`src/sv/cdp_pkg.sv`:
```
`timescale 1ns / 1ps
// Shared types, constants and the threshold screen of the dither packer.
package cdp_pkg;

    localparam int QDEPTH = 4;
    localparam int QPTR_W = $clog2(QDEPTH);
    localparam int QCNT_W = $clog2(QDEPTH + 1);

    localparam int LANES = 8;

    localparam int K_DIV = 40000;
    localparam int K_HALF = K_DIV / 2;
    localparam int RECIP_SHIFT = 40;
    localparam logic [24:0] RECIP_K = 25'd27487791;
    localparam int B_HALF = 20;
    localparam logic [12:0] RECIP5 = 13'd6554;
    localparam int RECIP5_SHIFT = 15;

    localparam int CONTRAST_MAX = 100;
    localparam int BRIGHT_MAX = 200;
    localparam int BRIGHT_GAIN = 51;

    typedef enum logic [1:0] {
        CFG_CONTRAST   = 2'd0,
        CFG_BRIGHTNESS = 2'd1
    } cdp_cfg_idx_t;

    typedef struct packed {
        logic [7:0] pix0;
        logic [7:0] pix1;
        logic [7:0] pix2;
        logic [7:0] pix3;
        logic [7:0] pix4;
        logic [7:0] pix5;
        logic [7:0] pix6;
        logic [7:0] pix7;
        logic [3:0] valid_count;
        logic       row_end;
        logic       image_start;
    } cdp_in_t;

    typedef struct packed {
        logic [7:0] packed_byte;
        logic       row_done;
    } cdp_out_t;

    // Lane j of every vector maps to output bit j, so pixel 0 sits in lane 7.
    typedef struct packed {
        logic [7:0][7:0] thr;
        logic [7:0]      mask;
        logic            row_end;
    } cdp_meta_t;

    typedef struct packed {
        logic [7:0][7:0] pix;
        cdp_meta_t       meta;
    } cdp_job_t;

    // One entry per screen row and half; the top byte is the threshold of pixel 0.
    localparam logic [63:0] SCREEN_ROWS [32] = '{
        64'h91B9B1896B434B73, 64'h93BBB38B69414971,
        64'hC1F1E9A13B0B135B, 64'hC3F3EBA339091159,
        64'hC9F9E1A933031B53, 64'hCBFBE3AB31011951,
        64'h99D9D18163232B7B, 64'h9BDBD38361212979,
        64'h6C444C7494BCB48C, 64'h6E464E7696BEB68E,
        64'h3C0C145CC4F4ECA4, 64'h3E0E165EC6F6EEA6,
        64'h34041C54CCFCE4AC, 64'h36061E56CEFEE6AE,
        64'h64242C7C9CDCD484, 64'h66262E7E9EDED686,
        64'h92BAB28A68404870, 64'h90B8B0886A424A72,
        64'hC2F2EAA238081058, 64'hC0F0E8A03A0A125A,
        64'hCAFAE2AA30001850, 64'hC8F8E0A832021A52,
        64'h9ADAD28260202878, 64'h98D8D08062222A7A,
        64'h6F474F7797BFB78F, 64'h6D454D7595BDB58D,
        64'h3F0F175FC7F7EFA7, 64'h3D0D155DC5F5EDA5,
        64'h37071F57CFFEE7AF, 64'h35051D55CDFDE5AD,
        64'h67272F7F9FDFD787, 64'h65252D7D9DDDD585
    };

endpackage

```
`src/sv/cdp_fifo.sv`:
```
`timescale 1ns / 1ps
// Short queue between the front end and the arithmetic back end.
module cdp_fifo (
    input  logic               clk,
    input  logic               rst_n,
    input  logic               push,
    input  cdp_pkg::cdp_job_t  job_in,
    output logic               full,
    output logic               q_valid,
    output cdp_pkg::cdp_job_t  q_job,
    input  logic               pop
);

    cdp_pkg::cdp_job_t                mem [cdp_pkg::QDEPTH];
    logic [cdp_pkg::QPTR_W-1:0]       wr_ptr_reg;
    logic [cdp_pkg::QPTR_W-1:0]       rd_ptr_reg;
    logic [cdp_pkg::QCNT_W-1:0]       count_reg;
    logic [cdp_pkg::QCNT_W-1:0]       count_next;

    assign full    = (count_reg == cdp_pkg::QCNT_W'(cdp_pkg::QDEPTH));
    assign q_valid = (count_reg != '0);
    assign q_job   = mem[rd_ptr_reg];

    always_comb
    begin
        count_next = count_reg;
        if (push && !pop)
        begin
            count_next = count_reg + 1'b1;
        end
        else if (pop && !push)
        begin
            count_next = count_reg - 1'b1;
        end
    end

    always_ff @(posedge clk)
    begin
        if (push)
        begin
            mem[wr_ptr_reg] <= job_in;
        end
    end

    always_ff @(posedge clk or negedge rst_n)
    begin
        if (!rst_n)
        begin
            wr_ptr_reg <= '0;
            rd_ptr_reg <= '0;
            count_reg  <= '0;
        end
        else
        begin
            if (push)
            begin
                wr_ptr_reg <= wr_ptr_reg + 1'b1;
            end
            if (pop)
            begin
                rd_ptr_reg <= rd_ptr_reg + 1'b1;
            end
            count_reg <= count_next;
        end
    end

    a_no_pop_when_empty: assert property (@(posedge clk) disable iff (!rst_n)
        pop |-> count_reg != '0)
        else $error("Queue popped while empty.");

    a_push_grows: assert property (@(posedge clk) disable iff (!rst_n)
        push && !pop |=> count_reg == $past(count_reg) + 1'b1)
        else $error("Queue count did not grow on push.");

    a_pop_shrinks: assert property (@(posedge clk) disable iff (!rst_n)
        pop && !push |=> count_reg == $past(count_reg) - 1'b1)
        else $error("Queue count did not shrink on pop.");

endmodule

```
`config.mk`:
```
export PLATFORM = sky130hd
export DESIGN_NAME = cdp_fifo
export DESIGN_NICKNAME = d
export VERILOG_FILES = /design/src/sv/cdp_pkg.sv /design/src/sv/cdp_fifo.sv
export SDC_FILE = /design/constraint.sdc
export NUM_CORES = 1
export LEC_CHECK = 0
export BUFFER_PORTS_ARGS = -buffer_cell sky130_fd_sc_hd__buf_2
export CAP_MARGIN = 5
export CORE_MARGIN = 3
export CORE_UTILIZATION = 51
export CTS_CLUSTER_SIZE = 10
export DETAILED_ROUTE_END_ITERATION = 8
export GPL_ROUTABILITY_DRIVEN = 0
export PLACE_DENSITY = 0.75
export RECOVER_POWER = 50
export SLEW_MARGIN = 10
export SYNTH_ARGS = -nofsm -noshare
export SYNTH_HDL_FRONTEND = slang
export SYNTH_SLANG_ARGS = --single-unit
```
`constraint.sdc`:
```
create_clock -name clk -period 4 [get_ports clk]
set_input_delay 0.2 -clock clk [delete_from_list [all_inputs] [get_ports clk]]
set_output_delay 0.2 -clock clk [all_outputs]
set_load 0.01 [all_outputs]
```
# ---- Yosys cells after proc, flatten, opt, wreduce, memory -nomap -nowiden
# Memories as Yosys holds them, arrays and structs flattened.
# Cells that the tools add are included.
dict set report word_totals {
  reg_bits 7
  latchBits 0
  ramBits 548
  romBits 0
  input_bits 141
  out_inout_bits 139
  elab_cells 19
  n_memories 1
}
dict set report classes {
  add_sub_neg 4
  n_mul 0
  div_mod_pow 0
  order_cmp 0
  eq_ne 1
  n_shift 0
  muxes 4
  bitwise 0
  reduce_logical 6
}
# memory words width rd rd_clocked_by_memory_dff write_ports line_no
set memory_table {}
lappend memory_table {mem 4 137 1 0 1 cdp_fifo.sv:14} ;# cdp_pkg::cdp_job_t mem [cdp_pkg::QDEPTH];
# op count
set ops {}
lappend ops {{3-bit two-way mux} 2}
lappend ops {{2-bit by 1-bit adder with 2-bit output, second input constant} 2}
lappend ops {{3-bit by 1-bit adder with 3-bit output, second input constant} 1}
lappend ops {{3-bit == test, second input constant} 1}
lappend ops {{3-bit nonzero test} 1}
lappend ops {{3-bit by 1-bit subtractor with 3-bit output, second input constant} 1}
lappend ops {{1-bit logical AND} 2}
lappend ops {{1-bit logical NOT} 2}
lappend ops {{1-bit two-way mux} 2}
lappend ops {{2-bit nonzero test} 1}

# ---- Logic depth before layout (Yosys ltp)
dict set report logic_depth {
  ltp_word 4
  mapped_depth 7
  ltp_nobuf 7
}

# ---- Worst setup path before layout
# OpenSTA, ideal clock, no wires.
dict set report synth_timing {
  kind {register to register}
  start {register wr_ptr_reg[0] (netlist name)}
  end {memory mem[2][0] (netlist name) (enable)}
  setup_time_ns 0.513
  arrival_ns 3.754
  t_required_ns 3.487
  path_slack_ns -0.267
  path_stages_with_launch 4
  n_path_buf 0
  cell_sequence {dfrtp_1 > inv_1 > ha_1 > and2_1}
}
# item line_no
set synth_lines {}
lappend synth_lines {{start, declared} cdp_fifo.sv:15} ;# logic [cdp_pkg::QPTR_W-1:0] wr_ptr_reg;
lappend synth_lines {{start signal, assigned} cdp_fifo.sv:57} ;# wr_ptr_reg <= wr_ptr_reg + 1'b1;
lappend synth_lines {{end, declared} cdp_fifo.sv:14}
# No word-level cell before the write port.

==> results.yml <==
power_and_ir_drop:
  vdd_drop_max_mv: 0.5333
  p_per_area_mw_per_mm2: 721.7
  p_leak_uw: 0.008424
logic_synthesis:
  seq_area_frac_synth: 0.8247
  syn_nets: 897
  synth_flop_cell: "edfxtp_1"
  synth_edf_count: 548
  yosys_register_bits: 555
  yosysWarnings: 0
  netlist_top_cells_count: "edfxtp_1, mux4_2, buf_2"
  synth_top_area_frac: 0.8160
  yosysTopAreaCell: "edfxtp_1"
  async_reset_ff_frac: 0.01261
  synthTopCellsByArea: "edfxtp_1, mux4_2, dfrtp_1"
  netlist_area_sq_mm: 0.02017
  postSynthAreaPerCell_sq_um: 26.89
  synthMostInstantiatedCell: "edfxtp_1"
  yosysUniqueCellTypes: 19
  syn_inst: 750
critical_path:
  cp-startpoint: "rd_ptr_reg[1]"
  critPathMaxFanout: 58
  critPathKind: "reg2out"
  cp-end-kind: "output pin"
  critPathRequiredTime_ns: 3.80
  start_kind: "flip-flop"
  worstPathArrival_ns: 2.61
  r2r_start: "wr_ptr_reg[0]"
floorplan:
  fp-row-count: 72
  die_y_microns: 204.9
  io_pins: 280
  die_area_sq_mm: 0.04197
  die_w_microns: 204.9
  initial_core_util: 0.5194
  core_sq_mm: 0.03883
min_path:
  worstHoldStart: "pop"
  timing.hold.worst.class: "in2reg"
global_routing:
  grt_max_degree: 59
  overflow: 0
  antenna_found_initial: 4
  grt_pass1_vias: 10580
  grt_usage: 0.1998
  grt_pass1_wl_microns: 62600
sta:
  tightest_slew_ns: 1.546
  fin_crit_sh: 0.7019
  skew_ns: 0.01169
  fmax_ghz: 0.3562
  grt_setup_unrepaired: "false"
  slew_violations: 108
  setup_viol: 0
  hold_ws_ns: 0.4211
  hold_viol: 0
  fin_tns_setup_ns: 0
  period_minus_slack_ns: 2.807
  relSlewSlack: -0.03045
drt:
  route.vias.total: 9660
  routed_wl_microns: 40910
  via_per_inst: 5.464
  firstDrtPassIters: 4
  wire_per_inst_microns: 23.14
  route.detailed.drc: 0
  drtIter0Drc: 597
  ant_nets: 0
finish:
  nets: 1374
  largest_reg_flops: 548
  final_layout_size_suffix_gt1_frac: 0.3015
  syn_to_final_growth_pct: 25.55
run:
  maxCapViolCount: 2
status:
  outcome: "finished with violations"
  violations: "capacitance limit, slew limit"
clock_network:
  cts_tree: "yes"
  clk_path_buf_depth: 3
  clock_latency_ns: 0.55
  ctsRootBufferMaster: "clkbuf_16"
  clkTransAtPathRegs_ns: 0.05
  numCtsBuffers: 66
  htreeDepth: 3
  cts_num_sinks: 555
placement:
  io_buffer_count: 279
  place_hpwl_microns: 22920
-- path summary, 6_finish.rpt --
path	cells after the start	slack (ns)	to
worst max-delay path	3	1.19	q_job[66]
worst max register to register	4	1.28	mem[2][22]
max in group asynchronous	3	3.07	rd_ptr_reg[0]
worst min register to register	1	0.49	count_reg[2]
worst min-delay path	3	0.42	rd_ptr_reg[0]
min in group asynchronous	3	0.66	rd_ptr_reg[1]
-- where the power goes --
group	internal, uW	switching [uW]
Sequential	7620	397
Clock	3100	2060
Combinational	2370	2720
Total	13100	5180
-- cell type report --
cell class / instances / area, sq um
diodes: 3 / 7.507
clock inverters: 5 / 33.78
repair buffers: 440 / 2894
inverters: 4 / 15.01
multi-input cells: 160 / 3293
fillers: 2571 / 13510
well taps: 518 / 648.1
clock buffers: 83 / 1789
flip-flops and latches: 555 / 16640
-- per-layer routing --
metal / part of all wire / track usage / wire (microns)
met5: 0.00032 / 0 / 13
met1: 0.38 / 0.2546 / 15630
met4: 0.030 / 0.07737 / 1210
met2: 0.51 / 0.3327 / 20980
met3: 0.075 / 0.05387 / 3069
-- cells in the final DEF, fill, tap and decap left out, drive strengths merged, types with 3 or more instances in the layout --
master	Yosys	routed
edfxtp	548	548
clkbuf	3	224
buf	28	158
dlygate4sd3	0	141
mux4	137	137
dfrtp	7	7
inv	4	6
ha	5	5
xor2	4	4
and2	4	4
diode	0	3
-- cells by family (layout without fill, tap and decap cells) --
logic type | Yosys count | after routing | synth area share
XOR/XNOR | 6 | 6 | 0.002606
other | 0 | 3 | 0
AND/OR/NAND/NOR | 9 | 9 | 0.002482
multiplexers | 138 | 138 | 0.1536
adder cells (fa/ha/maj) | 6 | 6 | 0.004095
flip-flops | 555 | 555 | 0.8247
buffers and inverters | 35 | 532 | 0.01235
AO/OA/AOI/OAI | 1 | 1 | 0.0002479
-- metrics by stage --
| step | utilization | cells | instance area [sq um] | worst slack (ns) | power (uW) |
|---|---|---|---|---|---|
| after floorplan | - | 750 | 20170 | 1.256 | 11270 |
| after global placement | 0.5732 | 1536 | 22260 | 1.762 | 13090 |
| after CTS | 0.6565 | 1765 | 25490 | 1.132 | 18530 |
| final | 0.6521 | 1768 | 25320 | 1.193 | 18270 |
| after detailed placement | 0.5732 | 1536 | 22260 | 1.702 | 13210 |
| after global routing | 0.6521 | 1768 | 25320 | 1.035 | 19090 |
-- worst max-delay path: stages, from the launching register on --
cell     delay, ns
dfrtp_4       1.03
buf_4         0.40
mux4_2        0.39
buf_2         0.17
-- timing repair --
item                                    in CTS  in global routing
hold buffers                               141                  0
hold endpoints to repair                   559                  0
endpoints found under the setup margin       0                  0
setup buffers                                0                  0
resized for setup                            0                  0
Note: power is estimated with default switching activity, not from simulation.
