===== src/sv/cdp_pkg.sv =====
`timescale 1ns / 1ps
// Shared types, constants and the threshold screen of the dither packer.
package cdp_pkg;

    localparam int QDEPTH = 4;
    localparam int QPTR_W = $clog2(QDEPTH);
    localparam int QCNT_W = $clog2(QDEPTH + 1);

    localparam int LANES = 8;

    localparam int K_DIV = 40000;
    localparam int K_HALF = K_DIV / 2;
    localparam int RECIP_SHIFT = 40;
    localparam logic [24:0] RECIP_K = 25'd27487791;
    localparam int B_HALF = 20;
    localparam logic [12:0] RECIP5 = 13'd6554;
    localparam int RECIP5_SHIFT = 15;

    localparam int CONTRAST_MAX = 100;
    localparam int BRIGHT_MAX = 200;
    localparam int BRIGHT_GAIN = 51;

    typedef enum logic [1:0] {
        CFG_CONTRAST   = 2'd0,
        CFG_BRIGHTNESS = 2'd1
    } cdp_cfg_idx_t;

    typedef struct packed {
        logic [7:0] pix0;
        logic [7:0] pix1;
        logic [7:0] pix2;
        logic [7:0] pix3;
        logic [7:0] pix4;
        logic [7:0] pix5;
        logic [7:0] pix6;
        logic [7:0] pix7;
        logic [3:0] valid_count;
        logic       row_end;
        logic       image_start;
    } cdp_in_t;

    typedef struct packed {
        logic [7:0] packed_byte;
        logic       row_done;
    } cdp_out_t;

    // Lane j of every vector maps to output bit j, so pixel 0 sits in lane 7.
    typedef struct packed {
        logic [7:0][7:0] thr;
        logic [7:0]      mask;
        logic            row_end;
    } cdp_meta_t;

    typedef struct packed {
        logic [7:0][7:0] pix;
        cdp_meta_t       meta;
    } cdp_job_t;

    // One entry per screen row and half; the top byte is the threshold of pixel 0.
    localparam logic [63:0] SCREEN_ROWS [32] = '{
        64'h91B9B1896B434B73, 64'h93BBB38B69414971,
        64'hC1F1E9A13B0B135B, 64'hC3F3EBA339091159,
        64'hC9F9E1A933031B53, 64'hCBFBE3AB31011951,
        64'h99D9D18163232B7B, 64'h9BDBD38361212979,
        64'h6C444C7494BCB48C, 64'h6E464E7696BEB68E,
        64'h3C0C145CC4F4ECA4, 64'h3E0E165EC6F6EEA6,
        64'h34041C54CCFCE4AC, 64'h36061E56CEFEE6AE,
        64'h64242C7C9CDCD484, 64'h66262E7E9EDED686,
        64'h92BAB28A68404870, 64'h90B8B0886A424A72,
        64'hC2F2EAA238081058, 64'hC0F0E8A03A0A125A,
        64'hCAFAE2AA30001850, 64'hC8F8E0A832021A52,
        64'h9ADAD28260202878, 64'h98D8D08062222A7A,
        64'h6F474F7797BFB78F, 64'h6D454D7595BDB58D,
        64'h3F0F175FC7F7EFA7, 64'h3D0D155DC5F5EDA5,
        64'h37071F57CFFEE7AF, 64'h35051D55CDFDE5AD,
        64'h67272F7F9FDFD787, 64'h65252D7D9DDDD585
    };

endpackage


===== src/sv/cdp_front.sv =====
`timescale 1ns / 1ps
// Front end: accepts pixel groups, tracks the screen position and fetches thresholds.
module cdp_front (
    input  logic               clk,
    input  logic               rst_n,
    input  logic               in_valid,
    output logic               in_stall,
    input  cdp_pkg::cdp_in_t   in_word,
    input  logic               q_full,
    output logic               push,
    output cdp_pkg::cdp_job_t  job
);

    logic [3:0] row_reg;
    logic [3:0] row_next;
    logic       half_reg;
    logic       half_next;
    logic       accept;
    logic [3:0] eff_row;
    logic       eff_half;
    logic [3:0] cnt8;

    assign in_stall = q_full;
    assign accept   = in_valid && !q_full;
    assign push     = accept;

    always_comb
    begin
        eff_row  = in_word.image_start ? 4'd0 : row_reg;
        eff_half = in_word.image_start ? 1'b0 : half_reg;
        cnt8     = (in_word.valid_count > 4'd8) ? 4'd8 : in_word.valid_count;

        job.pix = {in_word.pix0, in_word.pix1, in_word.pix2, in_word.pix3,
                   in_word.pix4, in_word.pix5, in_word.pix6, in_word.pix7};
        job.meta.thr = cdp_pkg::SCREEN_ROWS[{eff_row, eff_half}];
        for (int i = 0; i < cdp_pkg::LANES; i++)
        begin
            job.meta.mask[cdp_pkg::LANES - 1 - i] = (4'(i) < cnt8);
        end
        job.meta.row_end = in_word.row_end;

        row_next  = row_reg;
        half_next = half_reg;
        if (accept)
        begin
            if (in_word.row_end)
            begin
                row_next  = eff_row + 4'd1;
                half_next = 1'b0;
            end
            else if (cnt8 == 4'd8)
            begin
                row_next  = eff_row;
                half_next = ~eff_half;
            end
            else
            begin
                row_next  = eff_row;
                half_next = eff_half;
            end
        end
    end

    always_ff @(posedge clk or negedge rst_n)
    begin
        if (!rst_n)
        begin
            row_reg  <= 4'd0;
            half_reg <= 1'b0;
        end
        else
        begin
            row_reg  <= row_next;
            half_reg <= half_next;
        end
    end

    a_row_end_clears_half: assert property (@(posedge clk) disable iff (!rst_n)
        accept && in_word.row_end |=> half_reg == 1'b0)
        else $error("Half not cleared after row end.");

    a_start_restarts_row: assert property (@(posedge clk) disable iff (!rst_n)
        accept && in_word.image_start && !in_word.row_end |=> row_reg == 4'd0)
        else $error("Row not restarted on image start.");

    a_short_group_holds: assert property (@(posedge clk) disable iff (!rst_n)
        accept && !in_word.row_end && !in_word.image_start && cnt8 != 4'd8
        |=> half_reg == $past(half_reg) && row_reg == $past(row_reg))
        else $error("Short group moved the screen position.");

endmodule


===== config.mk =====
export PLATFORM = sky130hd
export DESIGN_NAME = cdp_front
export DESIGN_NICKNAME = d
export VERILOG_FILES = /design/src/sv/cdp_pkg.sv /design/src/sv/cdp_front.sv
export SDC_FILE = /design/constraint.sdc
export NUM_CORES = 1
export LEC_CHECK = 0
export BUFFER_PORTS_ARGS = -buffer_cell sky130_fd_sc_hd__buf_2
export CORE_AREA = 5 5 79 81
export CTS_CLUSTER_SIZE = 30
export DETAILED_ROUTE_END_ITERATION = 8
export DIE_AREA = 0 0 84 86
export GPL_ROUTABILITY_DRIVEN = 0
export GPL_TIMING_DRIVEN = 0
export PLACE_DENSITY = 0.73
export SLEW_MARGIN = 20
export SYNTH_ARGS = -nofsm -noshare
export SYNTH_HDL_FRONTEND = slang
export SYNTH_SLANG_ARGS = --single-unit

===== constraint.sdc =====
create_clock -name clk -period 4.05 [get_ports clk]
set_input_delay 0 -clock clk [delete_from_list [all_inputs] [get_ports clk]]
set_output_delay 0 -clock clk [all_outputs]
set_load 0.02 [all_outputs]

# --- Yosys cells after proc, flatten, opt, wreduce, memory -nomap -nowiden ---
# Memories as Yosys holds them, arrays and structs flattened.
# Cells that the tools add are included.
totals:
  register_bits: 5
  rom_bits: 2048
  word_cells: 27
  mem_count: 1
classes:
  n_addsub: 1
  magnitude_cmp: 10
  eq_ne: 1
  mux: 8
  n_bitwise: 2
  n_reduce_logical: 2
memory_table:
  columns: ["name", "words", "word_bits", "read_ports", "rd_ports_with_merged_regs", "wr", "line_no", "rtl"]
  rows:
  - ["(name not given)", 32, 64, 1, 0, 0, "cdp_front.sv:35", "job.meta.thr = cdp_pkg::SCREEN_ROWS[{eff_row, eff_half}];"]
op_table:
  columns: ["cell", "n"]
  rows:
  - ["64-bit 2-to-1 mux", 2]
  - ["3-bit by 4-bit < comparator with 1-bit output (first input constant)", 4]
  - ["4-bit 2-to-1 mux", 3]
  - ["1-bit by 4-bit < comparator with 1-bit output (first input constant)", 2]
  - ["2-bit by 4-bit < comparator with 1-bit output (first input constant)", 2]
  - ["6-bit greater-or-equal comparator (second input constant)", 1]
  - ["5-bit NOT with 6-bit output", 1]
  - ["4-bit by 1-bit adder with 4-bit output (second input constant)", 1]
  - ["4-bit == test (second input constant)", 1]
  - ["4-bit > comparator (second input constant)", 1]
  - ["1-bit 2-to-1 mux", 3]
  - ["1-bit logical AND", 1]
  - ["1-bit logical NOT", 1]
  - ["1-bit NOT", 1]

# --- Logic depth before layout (Yosys ltp) ---
depth:
  depth_word: 5
  depth_mapped: 7
  ltp_nobuf: 6

# --- Worst setup path before layout ---
# OpenSTA, ideal clock, no wires.
synth_timing:
  kind: "register to output"
  start: "register row_reg[0]"
  end: "output job[37] (netlist name)"
  arrival_ns: 1.853
  required_time_ns: 4.050
  setup_slack_ns: 2.197
  stages_incl_launch_ff: 6
  n_path_buf: 1
  path_cell_list: "dfrtp_1 -> nand2b_1 -> ha_1 -> xor2_1 -> inv_1 -> buf_4"
synth_rtl:
  columns: ["element", "line_no", "rtl"]
  rows:
  - ["from (decl)", "cdp_front.sv:14", "logic [3:0] row_reg;"]
  - ["from (signal assigned)", "cdp_front.sv:73", "row_reg <= row_next;"]
  - ["to (decl)", "cdp_front.sv:11", "output cdp_pkg::cdp_job_t job"]

==> metrics.yaml <==
crit_path_end_kind: "output port"
clock_latency_ps: 220
cap_violations: 0
finalMaxSlewViolations: 0
grt.overflow.total: 0
ys_seq_area_share_pct: 8.72
cp-start-kind: "flop"
hold-path-endpoint: "half_reg"
reg2reg_slack_ps: 2260
finalCriticalPeriod_ps: 2040
h-tree-depth: 1
synthCells: 187
largest_register_ffs: 4
final_common_cell: "buf_2"
r2r_end: "row_reg[3]"
cts_buffers: 3
worstPathArrival_ps: 2040
cts_buffer_depth: 2
rr_worst_depth: 5
period_share_pct: 50.5
core-area_sq_mm: 0.00541
die_h_um: 86
min_path_cells: 2
dr_total_vias: 1534
fp.dieArea_sq_mm: 0.00722
drt_iter0_markers: 34
grt_pass1_vias: 1446
grt_max_degree: 19
postSynthAreaPerCell_sq_um: 7.67
tns_ps: 0
yosys_warnings: 0
io_pins: 213
hpwl_mm: 4.36
slew_headroom_pct: 63.0
fin_nets: 421
p_leak_nw: 1.45
p_per_area_mw_per_mm2: 348
synth_seq_cells: 5
drc: 0
die_x_um: 84
synthesis.area_sq_mm: 0.00144
cp_data_required_time_ps: 4050
seq_area_sq_um: 125
tightest_slew_ps: 555
fmax_ghz: 0.489
area_growth_pct: 61.7
vdd_drop_max_mv: 0.210
ant_nets: 0
synth.distinct_cells: 31
critical_path_class: "reg -> out"
start_util_pct: 26.6
crit_fanout: 7
grt_setup_unrepaired: "false"
clock-sinks: 5
wl_per_cell_um: 11.5
track_usage_pct: 11.6
skew_ps: 2.21
diodes: 0
power.total_mw: 0.808
clkTransAtPathRegs_ps: 40
routed_wirelength_mm: 4.75
min_from: "in_word[1]"
root_buffer: "clkbuf_8"
dr.pass1.iters: 4
antenna_found_initial: 0
multi_input_comb_area_sq_um: 408
setup-violations-final: 0
hold_class: "in -> reg"
tritoncts: "yes"
rows: 27
status: "complete, no violations"
viasPerCell: 3.72
r2r-start: "row_reg[2]"
mostFrequentLayoutCells: "149 x buf_2, 113 x buf_4, 7 x inv_1, 7 x nand2_1"
grt_pass1_wl_mm: 6.97
drive_gt1_share_pct: 80.3
synth_nets: 267
finalHoldViolCount: 0
fillerInstances: 551
port_buffers: 148
[metrics by stage]
step	setup WS, ps	util (%)	instances	cell area (sq um)	hold WS, ps
after floorplan	2200	-	187	1440	-296
after global placement	2260	41.9	407	2270	-185
after detailed placement	2240	41.9	407	2270	-184
after CTS	1990	42.9	412	2320	47.9
after global routing	1840	42.9	412	2320	64.0
final	2010	42.9	412	2320	53.0
[worst max-delay path, stage by stage, from the launching register on]
cell and delay, ps:
dfrtp_1 470, nand2b_1 140, ha_1 330, xor2_1 390
inv_1 180, buf_4 170, buf_2 150
[per-layer routing]
layer | routed length (um) | GRT usage [%]
met5 | 0 | 0
met2 | 2750 | 23.7
met4 | 60 | 3.95
met1 | 1390 | 10.7
met3 | 546 | 3.65
[power by group]
part | switching [mW] | internal (mW) | total [mW]
Clock | 0.0243 | 0.0676 | 0.0918
Sequential | 0.0145 | 0.0634 | 0.0779
Combinational | 0.356 | 0.282 | 0.638
Total | 0.395 | 0.413 | 0.808
[synthesized netlist by cell type (all sizes together)]
| master | count | area [sq um] |
|---|---|---|
| o21ai | 7 | 35.0 |
| or2 | 2 | 12.5 |
| ha | 6 | 75.1 |
| dfrtp | 5 | 125 |
| nor2b | 2 | 12.5 |
| a21oi | 2 | 10.0 |
| a31o | 1 | 8.76 |
| xor2 | 4 | 42.6 |
| a21o | 2 | 15.0 |
| inv | 9 | 33.8 |
| clkbuf | 1 | 3.75 |
| buf | 115 | 865 |
| nand2 | 7 | 26.3 |
| xnor2 | 4 | 35.0 |
| nand2b | 7 | 46.3 |
| o311ai | 1 | 8.76 |
| a32o | 1 | 10.0 |
| nor4 | 1 | 6.26 |
| a22oi | 1 | 7.51 |
| a221o | 1 | 10.0 |
| nand3 | 1 | 5.00 |
| or3 | 1 | 11.3 |
| a22o | 1 | 8.76 |
| nor2 | 5 | 21.3 |
[worst max path at each step]
stage	end	from	slack [ps]	cells past startpoint
final	job[71]	row_reg[0]	2010	6
after global routing	job[46]	row_reg[0]	1840	6
after CTS	job[71]	row_reg[0]	1990	6
after detailed placement	job[71]	row_reg[0]	2240	6
after global placement	job[71]	row_reg[0]	2260	6
after floorplan	job[37]	row_reg[0]	2200	5
[cells by family after synthesis]
logic type	synth area share (%)
buffers and inverters	62.9
adders and majority gates	5.23
DFF	8.72
xor gates and xnor gates	5.41
AOI/OAI and AO/OA	7.93
and+or+nand+nor	9.85
[layout make-up]
class / instances / area share, %
repair buffers: 149 / 32.3
well taps: 72 / 3.88
flip-flops and latches: 5 / 5.39
inverters: 9 / 1.46
plain buffers: 116 / 37.4
clock buffers: 4 / 1.94
multi-input cells: 57 / 17.6
[what timing repair did]
item | in CTS | in global routing
endpoints found under the hold margin | 5 | 0
setup endpoints to repair | 0 | 0
hold buffers | 1 | 0
buffers inserted | 0 | 0
resized for setup | 0 | 0
Power figures use the tool's default switching activity.
